<file path="src/rtl/core/shabs_pkg.sv">
// Shared types and constant tables for the SHA-256 byte stream hasher.
package shabs_pkg;

  typedef logic [31:0] word_t;
  typedef word_t [7:0] work_t;

  typedef struct packed {
    logic [7:0] data_byte;
    logic       byte_present;
    logic       message_end;
  } in_req_t;

  typedef struct packed {
    logic [31:0] digest_word;
    logic [2:0]  word_index;
    logic        last_word;
  } out_req_t;

  localparam word_t H_INIT [8] = '{
    32'h6a09e667, 32'hbb67ae85, 32'h3c6ef372, 32'ha54ff53a,
    32'h510e527f, 32'h9b05688c, 32'h1f83d9ab, 32'h5be0cd19
  };

  localparam word_t K_TABLE [64] = '{
    32'h428a2f98, 32'h71374491, 32'hb5c0fbcf, 32'he9b5dba5,
    32'h3956c25b, 32'h59f111f1, 32'h923f82a4, 32'hab1c5ed5,
    32'hd807aa98, 32'h12835b01, 32'h243185be, 32'h550c7dc3,
    32'h72be5d74, 32'h80deb1fe, 32'h9bdc06a7, 32'hc19bf174,
    32'he49b69c1, 32'hefbe4786, 32'h0fc19dc6, 32'h240ca1cc,
    32'h2de92c6f, 32'h4a7484aa, 32'h5cb0a9dc, 32'h76f988da,
    32'h983e5152, 32'ha831c66d, 32'hb00327c8, 32'hbf597fc7,
    32'hc6e00bf3, 32'hd5a79147, 32'h06ca6351, 32'h14292967,
    32'h27b70a85, 32'h2e1b2138, 32'h4d2c6dfc, 32'h53380d13,
    32'h650a7354, 32'h766a0abb, 32'h81c2c92e, 32'h92722c85,
    32'ha2bfe8a1, 32'ha81a664b, 32'hc24b8b70, 32'hc76c51a3,
    32'hd192e819, 32'hd6990624, 32'hf40e3585, 32'h106aa070,
    32'h19a4c116, 32'h1e376c08, 32'h2748774c, 32'h34b0bcb5,
    32'h391c0cb3, 32'h4ed8aa4a, 32'h5b9cca4f, 32'h682e6ff3,
    32'h748f82ee, 32'h78a5636f, 32'h84c87814, 32'h8cc70208,
    32'h90befffa, 32'ha4506ceb, 32'hbef9a3f7, 32'hc67178f2
  };

endpackage

</file>
<file path="src/rtl/core/shabs_ram.sv">
// Generic simple dual-port RAM with registered read.
module shabs_ram #(
  parameter int WIDTH = 32,
  parameter int DEPTH = 16
) (
  input  logic                     clk,
  input  logic                     we,
  input  logic [$clog2(DEPTH)-1:0] waddr,
  input  logic [WIDTH-1:0]         wdata,
  input  logic [$clog2(DEPTH)-1:0] raddr,
  output logic [WIDTH-1:0]         rdata
);

  logic [WIDTH-1:0] mem [DEPTH];

  always_ff @(posedge clk) begin
    if (we) begin
      mem[waddr] <= wdata;
    end
    rdata <= mem[raddr];
  end

endmodule

</file>
<file path="src/rtl/core/shabs_round.sv">
// One SHA-256 compression round and one message schedule step.
module shabs_round (
  input  shabs_pkg::work_t cur,
  input  shabs_pkg::word_t kw,
  input  shabs_pkg::word_t w0,
  input  shabs_pkg::word_t w1,
  input  shabs_pkg::word_t w9,
  input  shabs_pkg::word_t w14,
  output shabs_pkg::work_t nxt,
  output shabs_pkg::word_t wnew
);

  function automatic shabs_pkg::word_t rotr(input shabs_pkg::word_t v, input int n);
    return (v >> n) | (v << (32 - n));
  endfunction

  shabs_pkg::word_t big0, big1, choose, major, x1, x2, sig0, sig1;

  always_comb begin
    big1   = rotr(cur[4], 6) ^ rotr(cur[4], 11) ^ rotr(cur[4], 25);
    choose = (cur[4] & cur[5]) ^ (~cur[4] & cur[6]);
    big0   = rotr(cur[0], 2) ^ rotr(cur[0], 13) ^ rotr(cur[0], 22);
    major  = (cur[0] & cur[1]) ^ (cur[0] & cur[2]) ^ (cur[1] & cur[2]);
    x1     = cur[7] + big1 + choose + kw + w0;
    x2     = big0 + major;
    nxt[7] = cur[6];
    nxt[6] = cur[5];
    nxt[5] = cur[4];
    nxt[4] = cur[3] + x1;
    nxt[3] = cur[2];
    nxt[2] = cur[1];
    nxt[1] = cur[0];
    nxt[0] = x1 + x2;
    sig0   = rotr(w1, 7) ^ rotr(w1, 18) ^ (w1 >> 3);
    sig1   = rotr(w14, 17) ^ rotr(w14, 19) ^ (w14 >> 10);
    wnew   = sig1 + w9 + sig0 + w0;
  end

endmodule

</file>
<file path="src/rtl/core/sha256_byte_stream_hasher.sv">
// SHA-256 byte stream hasher top level: intake, padding, compression sequencer, digest output.
// A request is taken whenever the hasher is idle; a byte that completes a 64-byte block
// adds a compression (block load, rounds, hash write-back) run by the sequencer.
// Message end adds up to 18 padding writes, one or two compressions, a read and a capture
// per digest word and a hash reload; input stalls throughout.
// Synchronous active-low reset runs the hash reload before the first request.
module sha256_byte_stream_hasher (
  input  logic               clk,
  input  logic               rst_n,
  input  logic               in_valid,
  output logic               in_stall,
  input  shabs_pkg::in_req_t in_data,
  output logic               out_valid,
  input  logic               out_stall,
  output shabs_pkg::out_req_t out_data
);

  localparam logic [3:0] ST_INIT  = 4'd0;
  localparam logic [3:0] ST_IDLE  = 4'd1;
  localparam logic [3:0] ST_LOAD  = 4'd2;
  localparam logic [3:0] ST_ROUND = 4'd3;
  localparam logic [3:0] ST_UPD   = 4'd4;
  localparam logic [3:0] ST_FIN   = 4'd5;
  localparam logic [3:0] ST_PAD   = 4'd6;
  localparam logic [3:0] ST_EMRD  = 4'd7;
  localparam logic [3:0] ST_EMCAP = 4'd8;

  logic [3:0]          state_r, state_nxt;
  logic [3:0]          ret_r, ret_nxt;
  logic [5:0]          cnt_r, cnt_nxt;
  logic [5:0]          fill_r, fill_nxt;
  logic [23:0]         part_r, part_nxt;
  logic [54:0]         blk_r, blk_nxt;
  logic [3:0]          pad_r, pad_nxt;
  logic                extra_r, extra_nxt;
  shabs_pkg::work_t    work_r, work_nxt;
  shabs_pkg::word_t    win_r [16];
  shabs_pkg::word_t    win_nxt [16];
  logic                out_valid_r, out_valid_nxt;
  shabs_pkg::out_req_t out_data_r, out_data_nxt;

  logic             h_we;
  logic [2:0]       h_waddr, h_raddr;
  shabs_pkg::word_t h_wdata, h_rdata;
  logic             b_we;
  logic [3:0]       b_waddr, b_raddr;
  shabs_pkg::word_t b_wdata, b_rdata;

  shabs_pkg::work_t rnd_nxt;
  shabs_pkg::word_t wnew;
  logic             out_take;
  logic [63:0]      total_bits;
  logic [3:0]       fin_idx;

  shabs_ram #(.WIDTH(32), .DEPTH(8)) u_hash_ram (
    .clk   (clk),
    .we    (h_we),
    .waddr (h_waddr),
    .wdata (h_wdata),
    .raddr (h_raddr),
    .rdata (h_rdata)
  );

  shabs_ram #(.WIDTH(32), .DEPTH(16)) u_block_ram (
    .clk   (clk),
    .we    (b_we),
    .waddr (b_waddr),
    .wdata (b_wdata),
    .raddr (b_raddr),
    .rdata (b_rdata)
  );

  shabs_round u_round (
    .cur  (work_r),
    .kw   (shabs_pkg::K_TABLE[cnt_r]),
    .w0   (win_r[0]),
    .w1   (win_r[1]),
    .w9   (win_r[9]),
    .w14  (win_r[14]),
    .nxt  (rnd_nxt),
    .wnew (wnew)
  );

  assign in_stall   = (state_r != ST_IDLE);
  assign out_valid  = out_valid_r;
  assign out_data   = out_data_r;
  assign out_take   = out_valid_r && !out_stall;
  assign total_bits = {blk_r, fill_r, 3'b000};
  assign fin_idx    = fill_r[5:2];

  always_comb begin
    state_nxt     = state_r;
    ret_nxt       = ret_r;
    cnt_nxt       = cnt_r;
    fill_nxt      = fill_r;
    part_nxt      = part_r;
    blk_nxt       = blk_r;
    pad_nxt       = pad_r;
    extra_nxt     = extra_r;
    work_nxt      = work_r;
    win_nxt       = win_r;
    out_valid_nxt = out_take ? 1'b0 : out_valid_r;
    out_data_nxt  = out_data_r;
    h_we          = 1'b0;
    h_waddr       = cnt_r[2:0];
    h_wdata       = '0;
    h_raddr       = cnt_r[2:0];
    b_we          = 1'b0;
    b_waddr       = pad_r;
    b_wdata       = '0;
    b_raddr       = cnt_r[3:0];

    unique case (state_r)
      ST_INIT: begin
        h_we     = 1'b1;
        h_wdata  = shabs_pkg::H_INIT[cnt_r[2:0]];
        fill_nxt = '0;
        blk_nxt  = '0;
        if (cnt_r[2:0] == 3'd7) begin
          state_nxt = ST_IDLE;
          cnt_nxt   = '0;
        end else begin
          cnt_nxt = cnt_r + 6'd1;
        end
      end
      ST_IDLE: begin
        if (in_valid) begin
          if (in_data.byte_present) begin
            case (fill_r[1:0])
              2'd0: part_nxt[23:16] = in_data.data_byte;
              2'd1: part_nxt[15:8]  = in_data.data_byte;
              2'd2: part_nxt[7:0]   = in_data.data_byte;
              default: begin
                b_we    = 1'b1;
                b_waddr = fill_r[5:2];
                b_wdata = {part_r, in_data.data_byte};
              end
            endcase
            fill_nxt = fill_r + 6'd1;
            if (fill_r == 6'd63) begin
              blk_nxt   = blk_r + 55'd1;
              state_nxt = ST_LOAD;
              cnt_nxt   = '0;
              ret_nxt   = in_data.message_end ? ST_FIN : ST_IDLE;
            end else if (in_data.message_end) begin
              state_nxt = ST_FIN;
            end
          end else if (in_data.message_end) begin
            state_nxt = ST_FIN;
          end
        end
      end
      ST_FIN: begin
        b_we    = 1'b1;
        b_waddr = fin_idx;
        case (fill_r[1:0])
          2'd0:    b_wdata = {8'h80, 24'h0};
          2'd1:    b_wdata = {part_r[23:16], 8'h80, 16'h0};
          2'd2:    b_wdata = {part_r[23:8], 8'h80, 8'h0};
          default: b_wdata = {part_r, 8'h80};
        endcase
        if (fin_idx == 4'd15) begin
          state_nxt = ST_LOAD;
          cnt_nxt   = '0;
          ret_nxt   = ST_PAD;
          pad_nxt   = '0;
          extra_nxt = 1'b0;
        end else begin
          state_nxt = ST_PAD;
          pad_nxt   = fin_idx + 4'd1;
          extra_nxt = (fill_r[5:3] == 3'b111);
        end
      end
      ST_PAD: begin
        b_we    = 1'b1;
        b_waddr = pad_r;
        if (extra_r) begin
          b_wdata = '0;
        end else if (pad_r == 4'd14) begin
          b_wdata = total_bits[63:32];
        end else if (pad_r == 4'd15) begin
          b_wdata = total_bits[31:0];
        end else begin
          b_wdata = '0;
        end
        pad_nxt = pad_r + 4'd1;
        if (pad_r == 4'd15) begin
          state_nxt = ST_LOAD;
          cnt_nxt   = '0;
          extra_nxt = 1'b0;
          ret_nxt   = extra_r ? ST_PAD : ST_EMRD;
        end
      end
      ST_LOAD: begin
        if (cnt_r >= 6'd1 && cnt_r <= 6'd8) begin
          work_nxt = {h_rdata, work_r[7:1]};
        end
        if (cnt_r >= 6'd1) begin
          for (int i = 0; i < 15; i++) begin
            win_nxt[i] = win_r[i+1];
          end
          win_nxt[15] = b_rdata;
        end
        if (cnt_r == 6'd16) begin
          state_nxt = ST_ROUND;
          cnt_nxt   = '0;
        end else begin
          cnt_nxt = cnt_r + 6'd1;
        end
      end
      ST_ROUND: begin
        work_nxt = rnd_nxt;
        for (int i = 0; i < 15; i++) begin
          win_nxt[i] = win_r[i+1];
        end
        win_nxt[15] = wnew;
        cnt_nxt = cnt_r + 6'd1;
        if (cnt_r == 6'd63) begin
          state_nxt = ST_UPD;
          cnt_nxt   = '0;
        end
      end
      ST_UPD: begin
        if (cnt_r >= 6'd1) begin
          h_we     = 1'b1;
          h_waddr  = cnt_r[2:0] - 3'd1;
          h_wdata  = h_rdata + work_r[0];
          work_nxt = {work_r[0], work_r[7:1]};
        end
        if (cnt_r == 6'd8) begin
          state_nxt = ret_r;
          cnt_nxt   = '0;
        end else begin
          cnt_nxt = cnt_r + 6'd1;
        end
      end
      ST_EMRD: begin
        if (!out_valid_r || out_take) begin
          state_nxt = ST_EMCAP;
        end
      end
      ST_EMCAP: begin
        out_valid_nxt            = 1'b1;
        out_data_nxt.digest_word = h_rdata;
        out_data_nxt.word_index  = cnt_r[2:0];
        out_data_nxt.last_word   = (cnt_r[2:0] == 3'd7);
        if (cnt_r[2:0] == 3'd7) begin
          state_nxt = ST_INIT;
          cnt_nxt   = '0;
        end else begin
          state_nxt = ST_EMRD;
          cnt_nxt   = cnt_r + 6'd1;
        end
      end
      default: begin
        state_nxt = ST_INIT;
        cnt_nxt   = '0;
      end
    endcase
  end

  always_ff @(posedge clk) begin
    if (!rst_n) begin
      state_r     <= ST_INIT;
      ret_r       <= ST_IDLE;
      cnt_r       <= '0;
      fill_r      <= '0;
      blk_r       <= '0;
      pad_r       <= '0;
      extra_r     <= 1'b0;
      out_valid_r <= 1'b0;
    end else begin
      state_r     <= state_nxt;
      ret_r       <= ret_nxt;
      cnt_r       <= cnt_nxt;
      fill_r      <= fill_nxt;
      blk_r       <= blk_nxt;
      pad_r       <= pad_nxt;
      extra_r     <= extra_nxt;
      out_valid_r <= out_valid_nxt;
    end
  end

  always_ff @(posedge clk) begin
    part_r     <= part_nxt;
    work_r     <= work_nxt;
    win_r      <= win_nxt;
    out_data_r <= out_data_nxt;
  end

  a_rise_from_capture: assert property (@(posedge clk) disable iff (!rst_n)
    $rose(out_valid_r) |-> $past(state_r) == ST_EMCAP)
    else $error("digest word presented outside capture");

  a_rounds_then_update: assert property (@(posedge clk) disable iff (!rst_n)
    (state_r == ST_ROUND && cnt_r == 6'd63) |=> state_r == ST_UPD)
    else $error("round sequence did not end in hash update");

  a_last_is_seventh: assert property (@(posedge clk) disable iff (!rst_n)
    (out_valid_r && out_data_r.last_word) |-> out_data_r.word_index == 3'd7)
    else $error("last word flag on wrong digest word");

  a_load_bound: assert property (@(posedge clk) disable iff (!rst_n)
    state_r == ST_LOAD |-> cnt_r <= 6'd16)
    else $error("load counter overran");

endmodule

</file>
<file path="config.mk">
export PLATFORM = sky130hd
export DESIGN_NAME = sha256_byte_stream_hasher
export DESIGN_NICKNAME = d
export VERILOG_FILES = /design/src/rtl/core/shabs_pkg.sv /design/src/rtl/core/shabs_ram.sv /design/src/rtl/core/shabs_round.sv /design/src/rtl/core/sha256_byte_stream_hasher.sv
export SDC_FILE = /design/constraint.sdc
export NUM_CORES = 2
export LEC_CHECK = 0
export ABC_CLOCK_PERIOD_IN_PS = 57200
export BUFFER_PORTS_ARGS = -buffer_cell sky130_fd_sc_hd__buf_2
export CAP_MARGIN = 20
export CORE_UTILIZATION = 64
export DETAILED_ROUTE_END_ITERATION = 8
export PLACE_DENSITY = 0.89
export SLEW_MARGIN = 20
export SYNTH_ARGS = -nofsm -noshare
export SYNTH_HDL_FRONTEND = slang
export SYNTH_SLANG_ARGS = --single-unit
</file>
<file path="constraint.sdc">
create_clock -name clk -period 57.2 [get_ports clk]
set_clock_uncertainty 0.05 [all_clocks]
set_input_delay 11.44 -clock clk [delete_from_list [all_inputs] [get_ports clk]]
set_output_delay 11.44 -clock clk [all_outputs]
set_load 0.1 [all_outputs]
</file>
==> summary.md <==
| Metric | Value |
|---|---|
| Nets | `between 6k and 7k` |
| Clock Tree Buf Depth | `3` |
| Worst-skew pair later-pin latency | `840 ps` |
| Critical Path Source Type | `flop` |
| R2r worst-path depth | `33` |
| Global-route wire length before repair | `~350 mm` |
| Placed wire-length estimate | `152 mm` |
| Seq cells post-synth | `1,740` |
| Hold_buf cts | `0` |
| Die H | `360 um` |
| IO Pins | `52` |
| Final Hold Vio Count | `0` |
| Routed WL | `241 mm` |
| DP Worst Slack | `42,360 ps` |
| Routed length per placed instance | `30.6 um` |
| EDFF count, synth | `1,596` |
| Max Clk Rate | `between 60 and 70 MHz` |
| Drt drc | `0` |
| Post-Syn Area | `0.0818 mm2` |
| R2R setup slack | `45,480 ps` |
| Asr flop ratio synth | `0%` |
| CP max stage delay | `680 ps` |
| Synth Net Count | `around 6.5k` |
| Finished Core Util | `71.2%` |
| Vias in the first global route | `52.3k` |
| H-Tree Depth | `4` |
| Synth area leaders | `edfxtp_1 59%, mux4_2 6.3%, fa_1 4.6%` |
| Area Growth Syn to Fin | `9.75%` |
| Crit path kind | `flop to output port` |
| Tmin final | `14,340 ps` |
| Antenna violations before repair | `6` |
| Setup ws final | `42,860 ps` |
| Row cnt | `between 100 and 150` |
| Critical Path RT | `45,710 ps` |
| CP delay by family, top | `buffers and inverters` |
| Max-slew violation count | `0` |
| TritonRoute pass-1 iters | `7` |
| Average cell area after synthesis | `between 10 and 15 um2` |
| Initial core utilization | `around 65%` |
| Beginning of the worst register-to-register path | `cnt_r[1]` |
| Library cells used by synthesis | `a little under 90` |
| Crit. End Element | `output port` |
| Critical Path Fanout Max | `17` |
| CTS tree | `yes` |
| Via-to-Cell Ratio | `6.83` |
| CP Capture Point | `in_stall` |
| CTS buffer count | `165` |
| Max-cap check violation count | `0` |
| Die area | `~0.13 mm2` |
| Hold Crit Class | `flop to flop` |
| Root Driver | `clkbuf_16` |
| Sequential share of the synthesized area | `62.1%` |
| Worst path cell trace | `nor4b_4 > inv_1 > buf_2` |
| Syn Inst Count | `approximately 6.1k` |
| Crit path depth | `3` |
| Rel. slew slack | `between 10% and 20%` |
| Critical Path AT | `2850 ps` |
| Yosys top cell by area | `edfxtp_1` |
| # setup viols final | `0` |
| Die W | `360 um` |
| Slowest CP cell | `nor4b_4` |
| R2R Path End | `work_r[30]` |
| Worst Max-Slew Pin Slew | `1310 ps` |
| Tot GR Track Use | `between 30% and 40%` |
| Yosys warns | `0` |
| Hold_ws | `342 ps` |
| Pin count of the biggest net entering global routing | `between 200 and 250` |
| Layout cell share with drive strength beyond 1 | `between 10% and 20%` |
| Post-CTS sizing | `0` |
| DR iter-0 viols | `9,495` |
| WP buf/inv | `2` |
| Status | `finished, final reports clean` |
| DR vias | `~54k` |
| Port buffer count | `51` |
| Setup TNS | `0 ps` |
| Top cell type's share of synthesized area | `about three fifths` |
| Routability congestion estimate | `1.03` |
| Final period util | `25.1%` |
| Crit path from | `state_r[1]` |
| Remaining Overflow, GRT | `0` |
| RSZ-0062 raised after global routing | `no` |
| Antenna viol nets, final | `0` |
| Core area | `about 0.13 mm2` |
| Clock-pin slew on the worst setup and hold paths | `approximately 70 ps` |
| CTS sink count | `around 1.7k` |
| Synth Flop Type | `edfxtp_1` |
| # Post-CTS Setup Buffers | `0` |
-- how the worst min path moves through the flow --
| stage | from | endpoint | slack [ps] | cells after the start |
|---|---|---|---|---|
| floorplan | win_r[68] | win_r[100] | 350 | 0 |
| global placement | win_r[113] | win_r[145] | 350 | 0 |
| detailed placement | win_r[80] | win_r[112] | 350 | 0 |
| CTS | win_r[136] | win_r[168] | 340 | 0 |
| global route | win_r[391] | win_r[423] | 360 | 0 |
| finish | win_r[136] | win_r[168] | 340 | 0 |
-- area by class of cell --
cell class                 count  area [um2]
antenna                        4        10.0
fill                        7595       36400
clock inverter                80        1110
clock buffer                 227        4560
multi-input combinational   3588       28500
tap                         1650        2060
sequential                  1740       50800
timing repair buffer         151        1070
inverter                     438        1650
-- flip-flops by register name, summed over array words and instances (netlist names) --
name               count
blk_r                 55
cnt_r                  6
extra_r                1
fill_r                 6
out_data              36
out_valid              1
pad_r                  4
part_r                24
ret_r                  3
state_r                4
u_block_ram.mem      512
u_block_ram.rdata     32
u_hash_ram.mem       256
u_hash_ram.rdata      32
win_r                512
work_r               256
-- logic make-up after synthesis --
family | after synthesis | synth area share (%)
xor+xnor | 437 | 4.69
fa+ha+maj | 377 | 7.48
buf+inv | 738 | 3.40
mux | 271 | 6.83
compound gates | 1015 | 7.70
flops | 1740 | 62.1
simple gates | 1488 | 7.80
-- stage by stage --
| step | area [um2] | std cells |
|---|---|---|
| 3_5_place_dp | 84100 | 7561 |
| 6_report | 89800 | 7878 |
| 5_1_grt | 89800 | 7874 |
| 2_1_floorplan | 81800 | 6066 |
| 4_1_cts | 89700 | 7868 |
| 3_3_place_gp | 84000 | 7556 |
-- worst register-to-register path: cells and delay by family (launching register included) --
| family | cells | cell delay (ps) |
|---|---|---|
| flip-flops | 1 | 710 |
| adder cells (fa/ha/maj) | 6 | 2380 |
| AO/OA/AOI/OAI | 14 | 4700 |
| buffers and inverters | 4 | 870 |
| AND/OR/NAND/NOR | 8 | 2440 |
| XOR/XNOR | 1 | 400 |
-- placed cells by master (no fill, tap or decap), types with 18 or more instances in the layout --
cell type	Yosys	final
nand3_1	75	75
a211oi_1	31	31
nand4_1	18	18
inv_1	436	434
clkbuf_1	259	44
and3_1	28	28
buf_2	2	55
a31oi_1	32	31
edfxtp_1	1596	1596
a21o_1	108	108
nand2b_1	30	30
ha_1	187	187
xnor2_1	260	260
mux4_2	229	229
nand2_1	913	911
a21oi_1	233	233
o21ai_0	335	314
o211ai_1	20	20
buf_4	1	88
mux2i_1	31	31
bufinv_16	0	18
o22ai_1	24	24
nor3_1	58	57
nor2_1	247	220
o21ai_1	0	18
nor2b_1	18	18
or3_1	29	29
fa_1	188	188
clkbuf_16	0	167
o21bai_1	19	19
nor2_4	1	27
clkinv_2	0	21
o21a_1	26	26
dfxtp_1	144	138
a22oi_1	68	68
xor2_1	176	176
-- synthesized netlist by cell type, types with 11 or more instances --
cell,instances
mux2_2,11
o21a_1,26
xnor2_1,260
ha_1,187
xor2_1,176
a221oi_1,11
buf_1,37
or3_1,29
a31oi_1,32
nand4_1,18
dfxtp_1,144
mux4_2,229
nand2b_1,30
nor3_1,58
nand2_1,913
and2_1,15
o211ai_1,20
a21oi_1,233
nor2_1,247
nand3_1,75
o21ai_0,335
fa_1,188
o21bai_1,19
mux2i_1,31
edfxtp_1,1596
and3_1,28
inv_1,436
a21o_1,108
a211oi_1,31
clkbuf_1,259
o22ai_1,24
o31ai_1,15
a22oi_1,68
nor2b_1,18
-- layer usage --
| metal | share of wire, % | up-vias | global-route usage (%) |
|---|---|---|---|
| met5 | 0.0062 | - | 0 |
| met4 | 8.3 | 2 | 25.5 |
| met3 | 13 | 1097 | 8.85 |
| met2 | 46 | 4692 | 57.8 |
| met1 | 33 | 26000 | 46.8 |
| li1 | - | 22000 | - |
Power is not shown: default switching activity piles up to over one toggle a cycle in this logic, so the estimate is an artifact.
